===== src/hdl/afq_pkg.sv =====
// Shared types, command codes and reset constants of the aging transmit queue.
`timescale 1ns / 1ps

package afq_pkg;

	localparam int QUEUE_DEPTH_DEF = 32;
	localparam int CNT_W = 6;
	localparam int ID_W = 16;
	localparam int DESC_W = 32;
	localparam int TIME_W = 32;
	localparam int SIZE_W = 6;
	localparam int DELAY_W = 31;
	localparam int CMD_W = 3;
	localparam int CFG_IDX_W = 1;
	localparam int CFG_DATA_W = 31;

	localparam logic [CMD_W-1:0] CMD_ENQ = 3'd0;
	localparam logic [CMD_W-1:0] CMD_DEQ = 3'd1;
	localparam logic [CMD_W-1:0] CMD_PEEK = 3'd2;
	localparam logic [CMD_W-1:0] CMD_REMOVE = 3'd3;
	localparam logic [CMD_W-1:0] CMD_FLUSH = 3'd4;
	localparam logic [CMD_W-1:0] CMD_PURGE = 3'd5;

	localparam logic [CFG_IDX_W-1:0] CFG_MAX_SIZE = 1'b0;
	localparam logic [CFG_IDX_W-1:0] CFG_MAX_DELAY = 1'b1;

	localparam logic [SIZE_W-1:0] MAX_SIZE_RST = 6'd32;
	localparam logic [DELAY_W-1:0] MAX_DELAY_RST = 31'd10000000;

	localparam logic KIND_DROP = 1'b0;
	localparam logic KIND_RESP = 1'b1;

	typedef struct packed {
		logic [CMD_W-1:0] cmd;
		logic [TIME_W-1:0] now_time;
		logic [ID_W-1:0] packet_id;
		logic [DESC_W-1:0] descriptor;
	} afq_in_t;

	typedef struct packed {
		logic result_kind;
		logic ok;
		logic [ID_W-1:0] out_packet_id;
		logic [DESC_W-1:0] out_descriptor;
		logic [CNT_W-1:0] fill_count;
		logic is_empty;
		logic last;
	} afq_out_t;

	typedef struct packed {
		logic [ID_W-1:0] id;
		logic [DESC_W-1:0] desc;
		logic [TIME_W-1:0] stamp;
	} afq_entry_t;

	typedef struct packed {
		logic remove_mode;
		logic found;
	} afq_judge_ctl_t;

endpackage


===== src/hdl/afq_ram.sv =====
// Generic simple dual-port RAM with one write port and one registered read port.
`timescale 1ns / 1ps

module afq_ram #(
	parameter int WIDTH = 8,
	parameter int DEPTH = 32
) (
	input logic clk,
	input logic we,
	input logic [((DEPTH > 1) ? $clog2(DEPTH) : 1)-1:0] waddr,
	input logic [WIDTH-1:0] wdata,
	input logic re,
	input logic [((DEPTH > 1) ? $clog2(DEPTH) : 1)-1:0] raddr,
	output logic [WIDTH-1:0] rdata
);

	logic [WIDTH-1:0] mem [DEPTH];

	always_ff @(posedge clk) begin
		if (we) begin
			mem[waddr] <= wdata;
		end
		if (re) begin
			rdata <= mem[raddr];
		end
	end

endmodule


===== src/hdl/afq_judge.sv =====
// Shared compare unit that decides whether a scanned entry leaves the queue.
`timescale 1ns / 1ps

module afq_judge (
	input logic [afq_pkg::TIME_W-1:0] now_time,
	input logic [afq_pkg::DELAY_W-1:0] max_delay,
	input logic [afq_pkg::ID_W-1:0] match_id,
	input afq_pkg::afq_judge_ctl_t ctl,
	input afq_pkg::afq_entry_t entry,
	output logic drop
);
	import afq_pkg::*;

	logic [TIME_W-1:0] age;
	logic aged;
	logic hit;

	// Age is taken modulo 2^32, so a clock that moved backward reads as very old.
	assign age = now_time - entry.stamp;
	assign aged = age >= {1'b0, max_delay};
	assign hit = !ctl.found && (entry.id == match_id);
	assign drop = ctl.remove_mode ? hit : aged;

endmodule


===== src/hdl/aging_fifo_tx_queue_core.sv =====
// Top level of the aging transmit queue: sequencer, entry RAM and result register.
`timescale 1ns / 1ps

// Bounded, order-keeping transmit queue of (packet id, descriptor, arrival time).
// Entries live in a circular RAM; a command is taken only while the sequencer is
// idle. Enqueue, dequeue, peek and purge first walk the queue from head to tail,
// one entry per cycle through the RAM read port and the shared compare unit while
// no drop report waits for the result register, and compact it in place: kept
// entries are rewritten toward the head, aged ones (age >= max_delay) are dropped
// and each gives a drop report. Remove walks the queue the same way but drops only
// the first entry whose id matches, silently. Flush and unused command codes do
// not walk the queue. Every command ends with one response transfer that has last
// set. A drop report or response that finds the result register still occupied
// waits while out_ready is low. The entry RAM needs no clearing after reset: only
// entries below the fill count are ever read. Configuration writes are meant to
// happen while idle.
module aging_fifo_tx_queue_core #(
	parameter int QUEUE_DEPTH = afq_pkg::QUEUE_DEPTH_DEF
) (
	input logic clk,
	input logic arst_n,
	input logic cfg_we,
	input logic [afq_pkg::CFG_IDX_W-1:0] cfg_index,
	input logic [afq_pkg::CFG_DATA_W-1:0] cfg_data,
	input logic in_valid,
	output logic in_ready,
	input afq_pkg::afq_in_t in_data,
	output logic out_valid,
	input logic out_ready,
	output afq_pkg::afq_out_t out_data
);
	import afq_pkg::*;

	localparam int AW = (QUEUE_DEPTH > 1) ? $clog2(QUEUE_DEPTH) : 1;
	localparam logic [AW-1:0] PTR_LAST = AW'(QUEUE_DEPTH - 1);
	localparam logic [CNT_W-1:0] DEPTH_CNT = CNT_W'(QUEUE_DEPTH);

	localparam logic [1:0] ST_IDLE = 2'd0;
	localparam logic [1:0] ST_SCAN = 2'd1;
	localparam logic [1:0] ST_FIN = 2'd2;

	function automatic logic [AW-1:0] ptr_inc(input logic [AW-1:0] p);
		return (p == PTR_LAST) ? '0 : p + 1'b1;
	endfunction

	// Control state.
	logic [1:0] state_q;
	logic [SIZE_W-1:0] max_size_q;
	logic [DELAY_W-1:0] max_delay_q;
	logic [AW-1:0] head_q;
	logic [AW-1:0] rd_ptr_q;
	logic [AW-1:0] wr_ptr_q;
	logic [CNT_W-1:0] cnt_q;
	logic [CNT_W-1:0] n_q;
	logic [CNT_W-1:0] rd_cnt_q;
	logic v_q;
	logic found_q;
	logic kept_any_q;
	logic out_valid_q;

	// Payload registers.
	logic [CMD_W-1:0] cmd_q;
	logic [TIME_W-1:0] now_q;
	logic [ID_W-1:0] pid_q;
	logic [DESC_W-1:0] desc_q;
	logic [ID_W-1:0] hd_id_q;
	logic [DESC_W-1:0] hd_desc_q;
	afq_out_t out_q;

	logic in_fire;
	logic can_emit;
	logic is_rem;
	logic drop;
	logic stall;
	logic scan_issue;
	logic scan_done;
	logic eval_go;
	logic keep_wr;
	logic drop_go;
	logic emit_drop;
	logic fin_go;
	logic [CNT_W-1:0] limit;
	logic [CNT_W-1:0] cnt_dec;
	logic enq_ok;
	logic ram_we;
	afq_entry_t ram_wdata;
	afq_entry_t ram_rdata;
	logic [$bits(afq_entry_t)-1:0] ram_rbits;
	afq_judge_ctl_t judge_ctl;

	logic resp_ok;
	logic [ID_W-1:0] resp_id;
	logic [DESC_W-1:0] resp_desc;
	logic [CNT_W-1:0] cnt_fin;
	logic head_adv;
	afq_out_t drop_rep;
	afq_out_t resp_rep;

	assign in_ready = (state_q == ST_IDLE);
	assign in_fire = in_valid && in_ready;
	assign out_valid = out_valid_q;
	assign out_data = out_q;

	// The result register can take a new result when it is empty or being drained.
	assign can_emit = !out_valid_q || out_ready;
	assign is_rem = (cmd_q == CMD_REMOVE);

	assign ram_rdata = afq_entry_t'(ram_rbits);

	assign judge_ctl.remove_mode = is_rem;
	assign judge_ctl.found = found_q;

	afq_judge u_judge (
		.now_time (now_q),
		.max_delay(max_delay_q),
		.match_id (pid_q),
		.ctl      (judge_ctl),
		.entry    (ram_rdata),
		.drop     (drop)
	);

	// An aged entry needs room in the result register; while it waits, the read
	// data register holds and no further read is issued.
	assign stall = v_q && drop && !is_rem && !can_emit;
	assign scan_issue = (state_q == ST_SCAN) && !stall && (rd_cnt_q < n_q);
	assign scan_done = (state_q == ST_SCAN) && !v_q && (rd_cnt_q == n_q);
	assign eval_go = (state_q == ST_SCAN) && v_q && !stall;
	assign keep_wr = eval_go && !drop;
	assign drop_go = eval_go && drop;
	assign emit_drop = drop_go && !is_rem;
	assign fin_go = (state_q == ST_FIN) && can_emit;

	assign limit = (max_size_q < DEPTH_CNT) ? max_size_q : DEPTH_CNT;
	assign enq_ok = (cmd_q == CMD_ENQ) && (cnt_q < limit);
	assign cnt_dec = cnt_q - 1'b1;

	// Kept entries and new entries both go to the write pointer, which after a
	// walk sits just past the last kept entry, i.e. at the tail.
	assign ram_we = keep_wr || (fin_go && enq_ok);
	always_comb begin
		if (keep_wr) begin
			ram_wdata = ram_rdata;
		end else begin
			ram_wdata.id = pid_q;
			ram_wdata.desc = desc_q;
			ram_wdata.stamp = now_q;
		end
	end

	afq_ram #(
		.WIDTH($bits(afq_entry_t)),
		.DEPTH(QUEUE_DEPTH)
	) u_ram (
		.clk  (clk),
		.we   (ram_we),
		.waddr(wr_ptr_q),
		.wdata(ram_wdata),
		.re   (scan_issue),
		.raddr(rd_ptr_q),
		.rdata(ram_rbits)
	);

	// Finishing action of each command and its response fields.
	always_comb begin
		resp_ok = 1'b0;
		resp_id = '0;
		resp_desc = '0;
		cnt_fin = cnt_q;
		head_adv = 1'b0;
		unique case (cmd_q)
			CMD_ENQ: begin
				if (enq_ok) begin
					resp_ok = 1'b1;
					cnt_fin = cnt_q + 1'b1;
				end
			end
			CMD_DEQ: begin
				if (cnt_q != '0) begin
					resp_ok = 1'b1;
					resp_id = hd_id_q;
					resp_desc = hd_desc_q;
					cnt_fin = cnt_dec;
					head_adv = 1'b1;
				end
			end
			CMD_PEEK: begin
				if (cnt_q != '0) begin
					resp_ok = 1'b1;
					resp_id = hd_id_q;
					resp_desc = hd_desc_q;
				end
			end
			CMD_REMOVE: begin
				resp_ok = found_q;
			end
			CMD_FLUSH: begin
				resp_ok = 1'b1;
				cnt_fin = '0;
			end
			CMD_PURGE: begin
				resp_ok = 1'b1;
			end
			default: begin
				resp_ok = 1'b0;
			end
		endcase
	end

	always_comb begin
		drop_rep.result_kind = KIND_DROP;
		drop_rep.ok = 1'b0;
		drop_rep.out_packet_id = ram_rdata.id;
		drop_rep.out_descriptor = '0;
		drop_rep.fill_count = cnt_dec;
		drop_rep.is_empty = (cnt_dec == '0);
		drop_rep.last = 1'b0;

		resp_rep.result_kind = KIND_RESP;
		resp_rep.ok = resp_ok;
		resp_rep.out_packet_id = resp_id;
		resp_rep.out_descriptor = resp_desc;
		resp_rep.fill_count = cnt_fin;
		resp_rep.is_empty = (cnt_fin == '0);
		resp_rep.last = 1'b1;
	end

	// Control state of the sequencer, the queue pointers and the configuration.
	always_ff @(posedge clk or negedge arst_n) begin
		if (!arst_n) begin
			state_q <= ST_IDLE;
			max_size_q <= MAX_SIZE_RST;
			max_delay_q <= MAX_DELAY_RST;
			head_q <= '0;
			rd_ptr_q <= '0;
			wr_ptr_q <= '0;
			cnt_q <= '0;
			n_q <= '0;
			rd_cnt_q <= '0;
			v_q <= 1'b0;
			found_q <= 1'b0;
			kept_any_q <= 1'b0;
			out_valid_q <= 1'b0;
		end else begin
			if (cfg_we) begin
				unique case (cfg_index)
					CFG_MAX_SIZE: max_size_q <= cfg_data[SIZE_W-1:0];
					CFG_MAX_DELAY: max_delay_q <= cfg_data[DELAY_W-1:0];
					default: ;
				endcase
			end

			if (emit_drop || fin_go) begin
				out_valid_q <= 1'b1;
			end else if (out_ready) begin
				out_valid_q <= 1'b0;
			end

			unique case (state_q)
				ST_IDLE: begin
					if (in_fire) begin
						rd_ptr_q <= head_q;
						wr_ptr_q <= head_q;
						n_q <= cnt_q;
						rd_cnt_q <= '0;
						v_q <= 1'b0;
						found_q <= 1'b0;
						kept_any_q <= 1'b0;
						if (in_data.cmd == CMD_ENQ || in_data.cmd == CMD_DEQ ||
							in_data.cmd == CMD_PEEK || in_data.cmd == CMD_REMOVE ||
							in_data.cmd == CMD_PURGE) begin
							state_q <= ST_SCAN;
						end else begin
							state_q <= ST_FIN;
						end
					end
				end
				ST_SCAN: begin
					if (scan_issue) begin
						rd_ptr_q <= ptr_inc(rd_ptr_q);
						rd_cnt_q <= rd_cnt_q + 1'b1;
						v_q <= 1'b1;
					end else if (eval_go) begin
						v_q <= 1'b0;
					end
					if (keep_wr) begin
						wr_ptr_q <= ptr_inc(wr_ptr_q);
						kept_any_q <= 1'b1;
					end
					if (drop_go) begin
						cnt_q <= cnt_dec;
						if (is_rem) begin
							found_q <= 1'b1;
						end
					end
					if (scan_done) begin
						state_q <= ST_FIN;
					end
				end
				ST_FIN: begin
					if (fin_go) begin
						cnt_q <= cnt_fin;
						if (head_adv) begin
							head_q <= ptr_inc(head_q);
						end
						state_q <= ST_IDLE;
					end
				end
				default: begin
					state_q <= ST_IDLE;
				end
			endcase
		end
	end

	// Latched command, head entry captured during the walk, and the result register.
	always_ff @(posedge clk) begin
		if (in_fire) begin
			cmd_q <= in_data.cmd;
			now_q <= in_data.now_time;
			pid_q <= in_data.packet_id;
			desc_q <= in_data.descriptor;
		end
		// The first kept entry is the head once the walk is over.
		if (keep_wr && !kept_any_q) begin
			hd_id_q <= ram_rdata.id;
			hd_desc_q <= ram_rdata.desc;
		end
		if (emit_drop) begin
			out_q <= drop_rep;
		end else if (fin_go) begin
			out_q <= resp_rep;
		end
	end

	a_cnt_bound: assert property (@(posedge clk) disable iff (!arst_n)
		cnt_q <= DEPTH_CNT)
		else $error("fill count exceeds the queue depth");

	a_scan_bound: assert property (@(posedge clk) disable iff (!arst_n)
		(state_q == ST_SCAN) |-> (rd_cnt_q <= n_q && cnt_q <= n_q))
		else $error("walk ran past the entries it started with");

	a_stall_hold: assert property (@(posedge clk) disable iff (!arst_n)
		(state_q == ST_SCAN && stall) |=> ($stable(rd_ptr_q) && $stable(wr_ptr_q) && v_q))
		else $error("walk advanced while a drop report was waiting");

	a_head_valid: assert property (@(posedge clk) disable iff (!arst_n)
		(state_q == ST_FIN && cmd_q == CMD_DEQ && cnt_q != '0) |-> kept_any_q)
		else $error("dequeue without a captured head entry");

endmodule


===== config.mk =====
export PLATFORM = sky130hd
export DESIGN_NAME = aging_fifo_tx_queue_core
export DESIGN_NICKNAME = d
export VERILOG_FILES = /design/src/hdl/afq_pkg.sv /design/src/hdl/afq_ram.sv /design/src/hdl/afq_judge.sv /design/src/hdl/aging_fifo_tx_queue_core.sv
export SDC_FILE = /design/constraint.sdc
export NUM_CORES = 2
export LEC_CHECK = 0
export BUFFER_PORTS_ARGS = -buffer_cell sky130_fd_sc_hd__buf_2
export CAP_MARGIN = 20
export CORE_MARGIN = 2
export CORE_UTILIZATION = 27
export DETAILED_ROUTE_END_ITERATION = 7
export PLACE_DENSITY = 0.51
export SLEW_MARGIN = 25
export SYNTH_ARGS = -nofsm -noshare
export SYNTH_HDL_FRONTEND = slang
export SYNTH_SLANG_ARGS = --single-unit

===== constraint.sdc =====
create_clock -name clk -period 23.3 [get_ports clk]
set_input_delay 4.66 -clock clk [delete_from_list [all_inputs] [get_ports clk]]
set_output_delay 4.66 -clock clk [all_outputs]
set_load 0.05 [all_outputs]

==> reports/metrics.cfg <==
[power_and_ir_drop]
internal_power_mw=10.7
power.leakage_nw=40.7
combPwrFrac=0.230
p_sw_mw=4.27
powerDensity_mw_per_mm2=114
ir_worst_vdd_mv=0.0852
pwr-share-clk=0.330
switching_share=0.285
pwr-share-seq=0.440

[worst_setup_path]
cp.arrival_ps=9040
worstSetupPathDepth=20
cp-start-kind=register
critical-path-max-stage-delay_ps=930
path_buf_inv=3
crit_end=u_ram.mem[4][62]
worstPathRequired_ps=23780
critPathMaxFanout=41
r2r_cells=20
r2r_end=u_ram.mem[4][62]
worst_r2r_startpoint=now_q[0]
path_delay_family=compound AO/OA/AOI/OAI gates
regToRegSetupSlack_ps=14740
cp-end-kind=register
path_cells=inv_1 -> ha_1 -> inv_1 -> fa_1 -> a211oi_1 -> o21bai_1 -> a31oi_1 -> o21ai_0 -> a221oi_1 -> o21ai_0 -> a41oi_1 -> xnor2_1 -> ha_1 -> a211oi_1 -> o211ai_1 -> a2111oi_4 -> nand4_2 -> a31oi_1 -> and2_4 -> buf_4
slowest_stage=and2_4
worstSetupPathType=register to register
startpoint=now_q[0]

[grt]
grt_pass1_vias=55200
grt_overflow=0
grt_max_degree=117
grt_antenna_before_repair=24
grtUsageTotal=0.141
grt_pass1_wl_um=431000

[finish]
post-route-util=0.314
final_cell_mix=2,794 x edfxtp_1, 800 x mux4_2, 315 x nand2_1, 311 x clkbuf_16, 178 x buf_2
final_nets=5633
ff_latch_area_mm2=0.0865
syn2layout_area_growth_pct=16.0
multi_input_area_mm2=0.0252
layout_commonest_cell=edfxtp_1
fin_cells=11200
drive_gt1_frac=0.297
fillers=39700

[yosys]
synth.avg_cell_area_um2=22.2
syn_nets=5280
syn_area_mm2=0.113
synth_cells=5072
synth_edf_count=2794
async_flop_share=0.0262
yosys_warnings=0
synth_seq_area_share=0.766
synth-seq-cells=2904
ys.flop_type=edfxtp_1
synth_cell_types=69

[sta]
rsz0062_at_grt=false
post-route-min-period_ps=8560
slew_headroom=0.279
fin_skew_ps=85.6
max_clock_freq_mhz=117
drv_slew=0
hold_viol_final=0
tightest_slew_ps=1080
setup_tns_ps=0
setup_violations=0
finalCritPeriodShare=0.367

[cts]
cts_setup_buffers=0
clock_latency_ps=890
clock_path_buffers=4
htreeDepth=5
root_buffer=clkbuf_16
clk_pin_slew_ps=60
clock_sinks=2904
hold_buffers=0
cts_tree=built
cts-resized-gates=0
cts_buffers=304

[floorplanning]
die_height_um=651
die_w_um=651
coreArea_mm2=0.416
start_util=0.271
die_area_mm2=0.423
fp-row-count=237
io_pins=180

[route]
vias_per_cell=4.76
ant_nets=0
vias=53100
initialDrtViolationCount=5300
route.detailed.drc=0
post_drt_wl_per_cell_um=27.3
routed_wl_um=305000
drt_pass1_iterations=8

[place]
port_buffers=179
dp.cells=10600
dpl.hpwl_um=171000
place_congestion=0.778

[hold_path]
hp-class=register to register

[job]
cap_viol_max_count=0

[outcome]
status=finished clean

-- how the worst min path moves through the flow --
stage,cells past startpoint,endpoint,startpoint,slack (ps)
6_report,0,hd_desc_q[22],u_ram.rdata[54],460
5_1_grt,0,hd_desc_q[22],u_ram.rdata[54],460
4_1_cts,0,hd_desc_q[22],u_ram.rdata[54],450
3_5_place_dp,0,hd_desc_q[22],u_ram.rdata[54],440
3_3_place_gp,0,hd_desc_q[12],u_ram.rdata[44],440
2_1_floorplan,0,hd_desc_q[0],u_ram.rdata[32],420
-- final cells by class --
class                           count  area share
Multi-Input combinational cell   1833       0.192
Antenna cell                        5   0.0000956
Clock inverter                    167      0.0147
Sequential cell                  2904       0.661
Inverter                           97     0.00286
Tap cell                         5497      0.0525
Clock buffer                      377      0.0620
Timing Repair Buffer              285      0.0145
-- cell families after synthesis --
| logic type | count (synthesis) | share of synthesized area |
|---|---|---|
| and+or+nand+nor | 516 | 0.0202 |
| muxes | 936 | 0.173 |
| buffers and inverters | 335 | 0.0115 |
| DFF | 2904 | 0.766 |
| adders and majority gates | 88 | 0.00982 |
| xor gates and xnor gates | 46 | 0.00357 |
| AOI/OAI and AO/OA | 247 | 0.0153 |
-- layer usage --
metal,track usage,part of all wire
met4,0.0320,0.021
met2,0.234,0.49
met3,0.0210,0.055
met1,0.196,0.44
met5,0,0.000029
-- flip-flops by register name (all words and copies together) (netlist names), 16 cells and up --
name         cells
u_ram.mem     2560
u_ram.rdata     80
out_data        57
desc_q          32
hd_desc_q       32
now_q           32
max_delay_q     31
hd_id_q         16
pid_q           16
-- power by group through the flow --
stage | Clock [mW] | Combinational [mW] | Sequential [mW]
final | 4.94 | 3.45 | 6.59
after global routing | 5.24 | 3.75 | 6.61
after CTS | 5.05 | 3.52 | 6.60
after detailed placement | 0 | 3.51 | 6.71
after global placement | 0 | 3.48 | 6.70
after floorplan | 0 | 2.38 | 6.66
-- cells in the mapped netlist, types with 21 or more instances --
library cell,number,area [µm²]
ha_1,87,1090
edfxtp_1,2794,83900
mux2_1,31,349
a21oi_1,49,245
a22o_1,47,412
o21ai_0,47,235
nor3_1,21,105
mux2_2,94,1060
nor2_1,52,195
dfrtp_1,67,1680
mux4_2,800,18000
xor2_1,22,193
nand2_1,315,1180
and2_1,35,219
inv_1,96,360
buf_1,45,169
clkbuf_1,177,664
xnor2_1,24,210
dfxtp_1,34,681
-- metrics by stage --
stage / cell area, µm² / power, mW / hold WS (ps) / setup WS [ps]
CTS: 131000 / 15.2 / 454 / 14610
global route: 131000 / 15.6 / 459 / 14120
floorplan: 113000 / 9.04 / 420 / 14360
global placement: 121000 / 10.2 / 443 / 14570
finish: 131000 / 15.0 / 460 / 14740
detailed placement: 121000 / 10.2 / 439 / 14370
-- worst register-to-register path, stage by stage (launching register included) --
cell	delay [ps]
edfxtp_1	400
inv_1	90
ha_1	170
inv_1	60
fa_1	420
a211oi_1	230
o21bai_1	130
a31oi_1	420
o21ai_0	310
a221oi_1	570
o21ai_0	230
a41oi_1	310
xnor2_1	150
ha_1	260
a211oi_1	270
o211ai_1	230
a2111oi_4	590
nand4_2	570
a31oi_1	850
and2_4	940
buf_4	920
(Power assumes the default switching activity.)
